**config.mk**
```make
export PLATFORM = sky130hd
export DESIGN_NAME = mjd_to_calendar_date
export DESIGN_NICKNAME = d
export VERILOG_FILES = /design/src/hdl/mjdcal_pkg.sv /design/src/hdl/mjdcal_date.sv /design/src/hdl/mjdcal_tod.sv /design/src/hdl/mjd_to_calendar_date.sv
export SDC_FILE = /design/constraint.sdc
export NUM_CORES = 2
export LEC_CHECK = 0
export ABC_AREA = 1
export ABC_CLOCK_PERIOD_IN_PS = 19900
export BUFFER_PORTS_ARGS = -buffer_cell sky130_fd_sc_hd__buf_2
export CELL_PAD_IN_SITES_DETAIL_PLACEMENT = 1
export CELL_PAD_IN_SITES_GLOBAL_PLACEMENT = 1
export CORE_ASPECT_RATIO = 2
export CORE_MARGIN = 2
export CORE_UTILIZATION = 30
export DETAILED_ROUTE_END_ITERATION = 16
export MAX_ROUTING_LAYER = met4
export PLACE_DENSITY = 0.62
export SYNTH_ARGS = -nofsm -noshare
export SYNTH_HDL_FRONTEND = slang
export SYNTH_SLANG_ARGS = --single-unit
```
**constraint.sdc**
```tcl
create_clock -name clk -period 19.9 [get_ports clk]
set_clock_uncertainty 0.15 [all_clocks]
set_input_delay 2.985 -clock clk [delete_from_list [all_inputs] [get_ports clk]]
set_output_delay 2.985 -clock clk [all_outputs]
set_load 0.1 [all_outputs]
```
**src/hdl/mjdcal_pkg.sv**
```systemverilog
// ---------------------------------------------------------------------------
// mjdcal_pkg: shared types and constants for the mjd to calendar converter
// Holds the result structs, the reciprocal constants and the month tables.
// ---------------------------------------------------------------------------
package mjdcal_pkg;

  localparam int MJD_W   = 17;
  localparam int SOD_W   = 27;
  localparam int YEAR_W  = 12;
  localparam int DOY_W   = 9;
  localparam int MONTH_W = 4;
  localparam int DAY_W   = 5;
  localparam int HOUR_W  = 5;
  localparam int MIN_W   = 6;
  localparam int SEC_W   = 16;

  // register stages from input to output register
  localparam int PIPE_DEPTH = 5;

  localparam int DAYS_W = 20;

  // days from the proleptic year zero to mjd zero
  localparam logic [DAYS_W-1:0] YEAR_BIAS  = 20'd678940;
  localparam logic [8:0]        DAYS_YEAR  = 9'd365;
  // floor(2^22 / 365), estimate is low by at most one
  localparam logic [13:0]       RECIP_365  = 14'd11491;
  // ceil(2^17 / 100), exact for values below 4681
  localparam logic [10:0]       RECIP_100  = 11'd1311;

  localparam logic [SOD_W-1:0]  MS_HOUR    = 27'd3600000;
  localparam logic [21:0]       MS_MINUTE  = 22'd60000;
  // floor(2^42 / 3600000) and floor(2^32 / 60000)
  localparam logic [20:0]       RECIP_HOUR = 21'd1221679;
  localparam logic [16:0]       RECIP_MIN  = 17'd71582;

  typedef struct packed {
    logic [YEAR_W-1:0]  year;
    logic [DOY_W-1:0]   day_of_year;
    logic [MONTH_W-1:0] month;
    logic [DAY_W-1:0]   day;
  } date_t;

  typedef struct packed {
    logic [HOUR_W-1:0] hour;
    logic [MIN_W-1:0]  minute;
    logic [SEC_W-1:0]  second_ms;
  } tod_t;

  // last day of year of month idx+1, for idx 0 (january) to 10 (november)
  function automatic logic [8:0] month_end(input logic [3:0] idx, input logic leap);
    logic [8:0] d;
    case (idx)
      4'd0:    d = 9'd31;
      4'd1:    d = 9'd59;
      4'd2:    d = 9'd90;
      4'd3:    d = 9'd120;
      4'd4:    d = 9'd151;
      4'd5:    d = 9'd181;
      4'd6:    d = 9'd212;
      4'd7:    d = 9'd243;
      4'd8:    d = 9'd273;
      4'd9:    d = 9'd304;
      4'd10:   d = 9'd334;
      default: d = 9'd365;
    endcase
    if (leap && idx != 4'd0) begin
      d = d + 9'd1;
    end
    return d;
  endfunction

  // days of the year before the first of month mon (1..12)
  function automatic logic [8:0] month_start(input logic [3:0] mon, input logic leap);
    logic [8:0] d;
    if (mon <= 4'd1) begin
      d = 9'd0;
    end else begin
      d = month_end(mon - 4'd2, leap);
    end
    return d;
  endfunction

endpackage

```
**src/hdl/mjdcal_date.sv**
```systemverilog
// ---------------------------------------------------------------------------
// mjdcal_date: date path of the mjd to calendar converter
// Five register stages: year estimate, correction, january 1 candidates,
// year choice with day of year, month and day split.
// ---------------------------------------------------------------------------
module mjdcal_date (
  input  logic                          clk,
  input  logic                          en,
  input  logic [mjdcal_pkg::MJD_W-1:0]  mjd,
  output mjdcal_pkg::date_t             date
);

  localparam int NCAND = 3;

  // stage 1
  logic [mjdcal_pkg::DAYS_W-1:0] d1_r, d1_nxt;
  logic [mjdcal_pkg::YEAR_W-1:0] qy1_r, qy1_nxt;
  logic [33:0]                   qy_prod;
  // stage 2
  logic [mjdcal_pkg::DAYS_W-1:0] d2_r;
  logic [mjdcal_pkg::YEAR_W-1:0] y2_r, y2_nxt;
  logic [mjdcal_pkg::DAYS_W-1:0] y_rem;
  // stage 3
  logic [mjdcal_pkg::DAYS_W-1:0] d3_r;
  logic [mjdcal_pkg::YEAR_W-1:0] yc3_r    [NCAND];
  logic [mjdcal_pkg::DAYS_W-1:0] m365_r   [NCAND];
  logic [5:0]                    q100p_r  [NCAND];
  logic [5:0]                    q100y_r  [NCAND];
  logic [mjdcal_pkg::YEAR_W-1:0] yc_nxt   [NCAND];
  logic [mjdcal_pkg::DAYS_W-1:0] m365_nxt [NCAND];
  logic [5:0]                    q100p_nxt[NCAND];
  logic [5:0]                    q100y_nxt[NCAND];
  // stage 4
  logic [mjdcal_pkg::YEAR_W-1:0] y4_r, y4_nxt;
  logic [5:0]                    q100y4_r, q100y4_nxt;
  logic [mjdcal_pkg::DOY_W-1:0]  doy4_r, doy4_nxt;
  logic [mjdcal_pkg::DAYS_W-1:0] ecand[NCAND];
  logic [mjdcal_pkg::DAYS_W-1:0] esel;
  // stage 5
  mjdcal_pkg::date_t             date_r, date_nxt;
  logic                          c100, leap;
  logic [3:0]                    mon;

  // stage 1: d = days since year zero, year estimate by reciprocal of 365
  always_comb begin
    d1_nxt  = mjdcal_pkg::DAYS_W'(mjd) + mjdcal_pkg::YEAR_BIAS;
    qy_prod = 34'(d1_nxt) * 34'(mjdcal_pkg::RECIP_365);
    qy1_nxt = qy_prod[33:22];
  end

  // stage 2: estimate may be one low
  always_comb begin
    y_rem  = d1_r - mjdcal_pkg::DAYS_W'(qy1_r * 21'(mjdcal_pkg::DAYS_YEAR));
    y2_nxt = qy1_r;
    if (y_rem >= mjdcal_pkg::DAYS_W'(mjdcal_pkg::DAYS_YEAR)) begin
      y2_nxt = qy1_r + 12'd1;
    end
  end

  // stage 3: the true year is the estimate or up to two below it
  always_comb begin
    logic [mjdcal_pkg::YEAR_W-1:0] pc;
    logic [22:0]                   pp, py;
    for (int k = 0; k < NCAND; k++) begin
      yc_nxt[k]    = y2_r - mjdcal_pkg::YEAR_W'(k);
      pc           = yc_nxt[k] - 12'd1;
      pp           = 23'(pc) * 23'(mjdcal_pkg::RECIP_100);
      py           = 23'(yc_nxt[k]) * 23'(mjdcal_pkg::RECIP_100);
      q100p_nxt[k] = pp[22:17];
      q100y_nxt[k] = py[22:17];
      m365_nxt[k]  = mjdcal_pkg::DAYS_W'(21'(yc_nxt[k]) * 21'(mjdcal_pkg::DAYS_YEAR));
    end
  end

  // stage 4: days before january 1 of each candidate, take the latest year
  // whose january 1 is not after the input
  always_comb begin
    logic [mjdcal_pkg::YEAR_W-1:0] pc;
    for (int k = 0; k < NCAND; k++) begin
      pc       = yc3_r[k] - 12'd1;
      ecand[k] = m365_r[k] + mjdcal_pkg::DAYS_W'(pc[11:2])
               - mjdcal_pkg::DAYS_W'(q100p_r[k]) + mjdcal_pkg::DAYS_W'(q100p_r[k][5:2]);
    end
    if (ecand[0] <= d3_r) begin
      y4_nxt     = yc3_r[0];
      q100y4_nxt = q100y_r[0];
      esel       = ecand[0];
    end else if (ecand[1] <= d3_r) begin
      y4_nxt     = yc3_r[1];
      q100y4_nxt = q100y_r[1];
      esel       = ecand[1];
    end else begin
      y4_nxt     = yc3_r[2];
      q100y4_nxt = q100y_r[2];
      esel       = ecand[2];
    end
    doy4_nxt = mjdcal_pkg::DOY_W'(d3_r - esel + 20'd1);
  end

  // stage 5: leap rule, then month by parallel compares against month ends
  always_comb begin
    c100 = ((mjdcal_pkg::YEAR_W'(q100y4_r) * 12'd100) == y4_r);
    leap = ((y4_r[1:0] == 2'd0) && !c100) || (c100 && (q100y4_r[1:0] == 2'd0));
    mon  = 4'd1;
    for (int i = 0; i < 11; i++) begin
      if (doy4_r > mjdcal_pkg::month_end(4'(i), leap)) begin
        mon = mon + 4'd1;
      end
    end
    date_nxt.year        = y4_r;
    date_nxt.day_of_year = doy4_r;
    date_nxt.month       = mon;
    date_nxt.day         = mjdcal_pkg::DAY_W'(doy4_r - mjdcal_pkg::month_start(mon, leap));
  end

  always_ff @(posedge clk) begin
    if (en) begin
      d1_r     <= d1_nxt;
      qy1_r    <= qy1_nxt;
      d2_r     <= d1_r;
      y2_r     <= y2_nxt;
      d3_r     <= d2_r;
      for (int k = 0; k < NCAND; k++) begin
        yc3_r[k]   <= yc_nxt[k];
        m365_r[k]  <= m365_nxt[k];
        q100p_r[k] <= q100p_nxt[k];
        q100y_r[k] <= q100y_nxt[k];
      end
      y4_r     <= y4_nxt;
      q100y4_r <= q100y4_nxt;
      doy4_r   <= doy4_nxt;
      date_r   <= date_nxt;
    end
  end

  assign date = date_r;

endmodule

```
**src/hdl/mjdcal_tod.sv**
```systemverilog
// ---------------------------------------------------------------------------
// mjdcal_tod: time of day path of the mjd to calendar converter
// Splits milliseconds into hour, minute and milliseconds in five stages.
// ---------------------------------------------------------------------------
module mjdcal_tod (
  input  logic                          clk,
  input  logic                          en,
  input  logic [mjdcal_pkg::SOD_W-1:0]  sod_ms,
  output mjdcal_pkg::tod_t              tod
);

  logic [mjdcal_pkg::SOD_W-1:0] ms1_r;
  logic [5:0]                   hq1_r, hq1_nxt;
  logic [47:0]                  h_prod;
  logic [21:0]                  remh2_r, remh2_nxt;
  logic [5:0]                   hr2_r, hr2_nxt;
  logic [mjdcal_pkg::SOD_W-1:0] h_rem;
  logic [21:0]                  remh3_r;
  logic [5:0]                   hr3_r;
  logic [6:0]                   mq3_r, mq3_nxt;
  logic [38:0]                  m_prod;
  logic [21:0]                  m_rem;
  mjdcal_pkg::tod_t             tod4_r, tod4_nxt;
  mjdcal_pkg::tod_t             tod_r;

  // stage 1: hour estimate, may be one low
  always_comb begin
    h_prod  = 48'(sod_ms) * 48'(mjdcal_pkg::RECIP_HOUR);
    hq1_nxt = h_prod[47:42];
  end

  // stage 2: hour correction and remainder within the hour
  always_comb begin
    h_rem     = ms1_r - mjdcal_pkg::SOD_W'(hq1_r * mjdcal_pkg::MS_HOUR);
    hr2_nxt   = hq1_r;
    remh2_nxt = h_rem[21:0];
    if (h_rem >= mjdcal_pkg::MS_HOUR) begin
      hr2_nxt   = hq1_r + 6'd1;
      remh2_nxt = 22'(h_rem - mjdcal_pkg::MS_HOUR);
    end
  end

  // stage 3: minute estimate
  always_comb begin
    m_prod  = 39'(remh2_r) * 39'(mjdcal_pkg::RECIP_MIN);
    mq3_nxt = m_prod[38:32];
  end

  // stage 4: minute correction, hour wraps to five bits past the day
  always_comb begin
    m_rem              = remh3_r - 22'(mq3_r * mjdcal_pkg::MS_MINUTE);
    tod4_nxt.hour      = hr3_r[4:0];
    tod4_nxt.minute    = mq3_r[5:0];
    tod4_nxt.second_ms = m_rem[15:0];
    if (m_rem >= mjdcal_pkg::MS_MINUTE) begin
      tod4_nxt.minute    = 6'(mq3_r + 7'd1);
      tod4_nxt.second_ms = 16'(m_rem - mjdcal_pkg::MS_MINUTE);
    end
  end

  always_ff @(posedge clk) begin
    if (en) begin
      ms1_r   <= sod_ms;
      hq1_r   <= hq1_nxt;
      remh2_r <= remh2_nxt;
      hr2_r   <= hr2_nxt;
      remh3_r <= remh2_r;
      hr3_r   <= hr2_r;
      mq3_r   <= mq3_nxt;
      tod4_r  <= tod4_nxt;
      tod_r   <= tod4_r;
    end
  end

  assign tod = tod_r;

endmodule

```
**src/hdl/mjd_to_calendar_date.sv**
```systemverilog
// ---------------------------------------------------------------------------
// mjd_to_calendar_date: modified julian date and time of day to calendar
//
// The input stream carries one timestamp per transaction: a modified julian
// date and the time of day in milliseconds. The output stream returns one
// transaction per input with the gregorian year, day of year, month, day,
// hour, minute and milliseconds within the minute.
// Each input transaction passes the register stages listed below, and
// out_tvalid rises with its result. A new transaction is taken every cycle
// unless out_tready stalls the pipeline. The depth is set by the date path:
// year estimate, its correction, three january 1 candidates, the year
// choice and the month split each take one register stage, with the time
// of day path padded to match.
// The whole pipeline advances together. When the receiver holds out_tready
// low with a result waiting, every stage freezes and in_tready falls, so
// nothing is dropped or repeated.
// Synchronous active low reset clears the stage valid bits only; the
// output shows no transaction until fresh input has flowed through.
// ---------------------------------------------------------------------------
module mjd_to_calendar_date (
  input  logic        clk,
  input  logic        rst_n,
  input  logic        in_tvalid,
  output logic        in_tready,
  input  logic [47:0] in_tdata,   // mjd[16:0], sod_ms[43:17], zero[47:44]
  output logic        out_tvalid,
  input  logic        out_tready,
  output logic [63:0] out_tdata   // year[11:0], day_of_year[20:12], month[24:21],
                                  // day[29:25], hour[34:30], minute[40:35],
                                  // second_ms[56:41], zero[63:57]
);

  localparam int DEPTH = mjdcal_pkg::PIPE_DEPTH;

  logic [DEPTH-1:0]  vld_r, vld_nxt;
  logic              adv;
  mjdcal_pkg::date_t date;
  mjdcal_pkg::tod_t  tod;

  assign adv       = !vld_r[DEPTH-1] || out_tready;
  assign in_tready = adv;

  always_comb begin
    vld_nxt = vld_r;
    if (adv) begin
      vld_nxt = {vld_r[DEPTH-2:0], in_tvalid};
    end
  end

  always_ff @(posedge clk) begin
    if (!rst_n) begin
      vld_r <= '0;
    end else begin
      vld_r <= vld_nxt;
    end
  end

  mjdcal_date u_date (
    .clk  (clk),
    .en   (adv),
    .mjd  (in_tdata[16:0]),
    .date (date)
  );

  mjdcal_tod u_tod (
    .clk    (clk),
    .en     (adv),
    .sod_ms (in_tdata[43:17]),
    .tod    (tod)
  );

  assign out_tvalid = vld_r[DEPTH-1];
  assign out_tdata  = {7'd0, tod.second_ms, tod.minute, tod.hour,
                       date.day, date.month, date.day_of_year, date.year};

endmodule
```
==> flow_summary.ini <==
[worst_hold_path]
hold_path.class = register to register
hold_depth = 0
worstHoldEndpoint = u_date.d3_r[9]$_DFFE_PP_
hp-start = u_date.d2_r[9]$_DFFE_PP_

[routing]
drtIter0Drc = 1000
drt_pass1_iterations = 5
post_drt_wl_per_cell_microns = 17.9
postRouteAntennaNets = 0
drc = 0
drt_wl_total_microns = 167000
vias_per_cell = 4.61
vias = 43200

[die]
io_pins = 118
rows = 238
die_width_microns = 329
start_util = 0.302
core_sq_um = 210000
chipHeight_microns = 654
dieArea_sq_um = 215000

[placed_design]
portBuffers = 106
hpwl_microns = 148000
routabilityCongestion = 0.878

[outcome]
outcome = finished, final reports clean

[sta]
worst_pin_slew_ns = 1.09
final_max_slew_viol_count = 0
rsz0062_at_grt = false
period_minus_slack_ns = 11.45
period_share = 0.575
max_slew_margin = 0.267
fin_tns_setup_ns = 0
max_freq_mhz = 87.3
setup_viol = 0
hold_viol_final = 0

[clock_network]
clock-sinks = 399
post_cts_resized = 0
clk_latency_ns = 0.65
clk_path_buf_depth = 3
cts-htree-levels = 2
cts_made_buffers = 45
cts_tree = done
clock-root-buffer = clkbuf_16
clk_pin_slew_ns = 0.07
hold_buffers = 0
post_cts_buffers = 0

[synthesis]
synth-edff-count = 394
postSynthAreaPerCell_sq_um = 9.93
synth.area.top_cells = ha_1, fa_1, edfxtp_1
seq_area_frac_synth = 0.188
synth_top_cell_by_area = ha_1
ys_types = 68
netlist_area_sq_um = 63400
synth_top_area_frac = 0.275
synthArstFlopShare = 0
synth-seq-cells = 399
netlist_instances = 6385
synth_ff_type = edfxtp_1
ys_warn_count = 0

[worst_setup_path]
reg2reg_from = u_date.q100y4_r[1]$_DFFE_PP_
crit_arrival_ns = 11.68
cp.required_ns = 20.13
critPathMostFrequentCell = ha_1
crit_type = register to register
endpoint_kind = register
reg2reg_setup_slack_ns = 8.45
startpoint_type = register
r2r_end = u_date.date[4]$_DFFE_PP_
slowest_stage = fa_1
critPathMaxStageDelay_ns = 0.51
reg2regPathDepth = 59
path_max_fanout = 10

[global_routing]
track_usage = 0.165
grt_max_degree = 122
grt_first_pass_wirelength_microns = 269000
grt_remaining_overflow = 0
grt_antenna_before_repair = 5
grt_pass1_vias = 50600

[final_layout]
drive_gt1_frac = 0.0479
final_nets = 8813
synthToLayoutAreaGrowth_pct = 9.02

[flow_run]
max-cap-violations = 0
sequential cells by signal, summed over array words and instances (netlist names), 18 cells and up:
| register | flops |
|---|---|
| u_tod.remh3_r | 22 |
| u_date.d1_r | 19 |
| u_tod.ms1_r | 27 |
| u_tod.tod | 27 |
| u_date.m365_r | 48 |
| u_date.d3_r | 19 |
| u_tod.tod4_r | 27 |
| u_date.q100p_r | 18 |
| u_date.d2_r | 19 |
| u_date.yc3_r | 30 |
| u_tod.remh2_r | 22 |
| u_date.date | 30 |
cell usage after synthesis, types with 3 or more instances:
cell type and n:
nand2_2 28, or2_2 14, xor2_1 257, nor2_2 4, a21boi_0 6, nand3_2 8, o41ai_1 3, o21ai_1 9
mux2i_1 3, o31ai_1 11, o221ai_1 12, nand2_4 7, o21a_1 9, nand4_1 39, nor4_1 11, inv_2 8
nand2_1 523, o21bai_1 32, a21o_1 18, buf_2 3, dfxtp_1 5, o22ai_1 15, a21oi_1 327, o21ai_0 134
inv_1 1718, nor3_1 44, clkbuf_1 9, o2111ai_1 5, fa_1 805, a31oi_1 10, and2_1 6, nand3b_1 8
edfxtp_1 394, nor2_1 230, xnor2_1 89, a211oi_1 11, buf_4 8, o221a_2 5, ha_1 1392, nand3_1 128
routing by layer:
layer  global-route usage  part of all wire
met5                    -                 0
met1                0.147              0.33
met4               0.0710             0.049
met3               0.0124             0.018
met2                0.345              0.60
cell usage in the layout, fill, tap and decap left out, types with 12 or more instances in the layout:
cell,instances
nand2_2,28
nand4_1,39
edfxtp_1,394
nand2_1,523
a21o_1,18
nor3_1,44
nor2_1,230
buf_4,42
o21ai_0,134
clkbuf_16,45
fa_1,805
or2_2,14
o22ai_1,15
o21bai_1,32
buf_2,106
o221ai_1,12
xnor2_1,89
nand3_1,128
xor2_1,253
a21oi_1,327
inv_1,1717
ha_1,1392
worst max path at each step:
stage | cells after the start | end | from | slack [ns]
global route | 60 | u_date.date[4]$_DFFE_PP_ | u_date.q100y4_r[1]$_DFFE_PP_ | 7.51
CTS | 62 | u_date.date[4]$_DFFE_PP_ | u_date.q100y4_r[1]$_DFFE_PP_ | 8.37
floorplan | 2 | in_tready | out_tready | 5.47
finish | 59 | u_date.date[4]$_DFFE_PP_ | u_date.q100y4_r[1]$_DFFE_PP_ | 8.45
detailed placement | 62 | u_date.date[4]$_DFFE_PP_ | u_date.q100y4_r[1]$_DFFE_PP_ | 8.40
global placement | 62 | u_date.date[4]$_DFFE_PP_ | u_date.q100y4_r[1]$_DFFE_PP_ | 8.50
logic make-up (layout without fill, tap and decap cells):
| family | Yosys count | count (layout) | share of synthesized area |
|---|---|---|---|
| xor gates and xnor gates | 349 | 349 | 0.0487 |
| adders and majority gates | 2197 | 2197 | 0.529 |
| muxes | 3 | 3 | 0.000474 |
| other | 1 | 12 | 0.0000591 |
| DFF | 399 | 399 | 0.188 |
| and+or+nand+nor | 1054 | 1054 | 0.0721 |
| buffers and inverters | 1751 | 1960 | 0.105 |
| AOI/OAI and AO/OA | 631 | 631 | 0.0569 |
cell type report:
class | count | area (sq um)
Antenna cell | 5 | 12.5
Sequential cell | 399 | 11900
Tap cell | 2760 | 3450
Fill cell | 24300 | 141000
Timing Repair Buffer | 149 | 866
Multi-Input combinational cell | 4241 | 44900
Clock inverter | 37 | 334
Inverter | 1728 | 6500
Clock buffer | 46 | 1130
worst max-delay path: cells and delay by family, from the launching register on:
kind	cells	cell delay, ns
adders and majority gates	14	4.34
DFF	1	0.45
AOI/OAI and AO/OA	9	1.44
buffers and inverters	7	0.47
xor gates and xnor gates	5	1.14
and+or+nand+nor	24	3.18
per-stage QoR:
| step | area, sq um | setup slack [ns] | hold WS (ns) | utilization | std cells |
|---|---|---|---|---|---|
| 4_1_cts | 69100 | 8.37 | 0.265 | 0.329 | 9360 |
| 5_1_grt | 69100 | 7.51 | 0.273 | 0.329 | 9365 |
| 3_5_place_dp | 67600 | 8.40 | 0.256 | 0.322 | 9277 |
| 6_report | 69100 | 8.45 | 0.266 | 0.329 | 9365 |
| 2_1_floorplan | 63400 | 5.47 | 0.250 | - | 6391 |
| 3_3_place_gp | 67600 | 8.50 | 0.251 | 0.322 | 9277 |
Power is left out: the tool's default activity adds up to more than one toggle a clock period on the data nets, which glitch-free logic cannot reach.
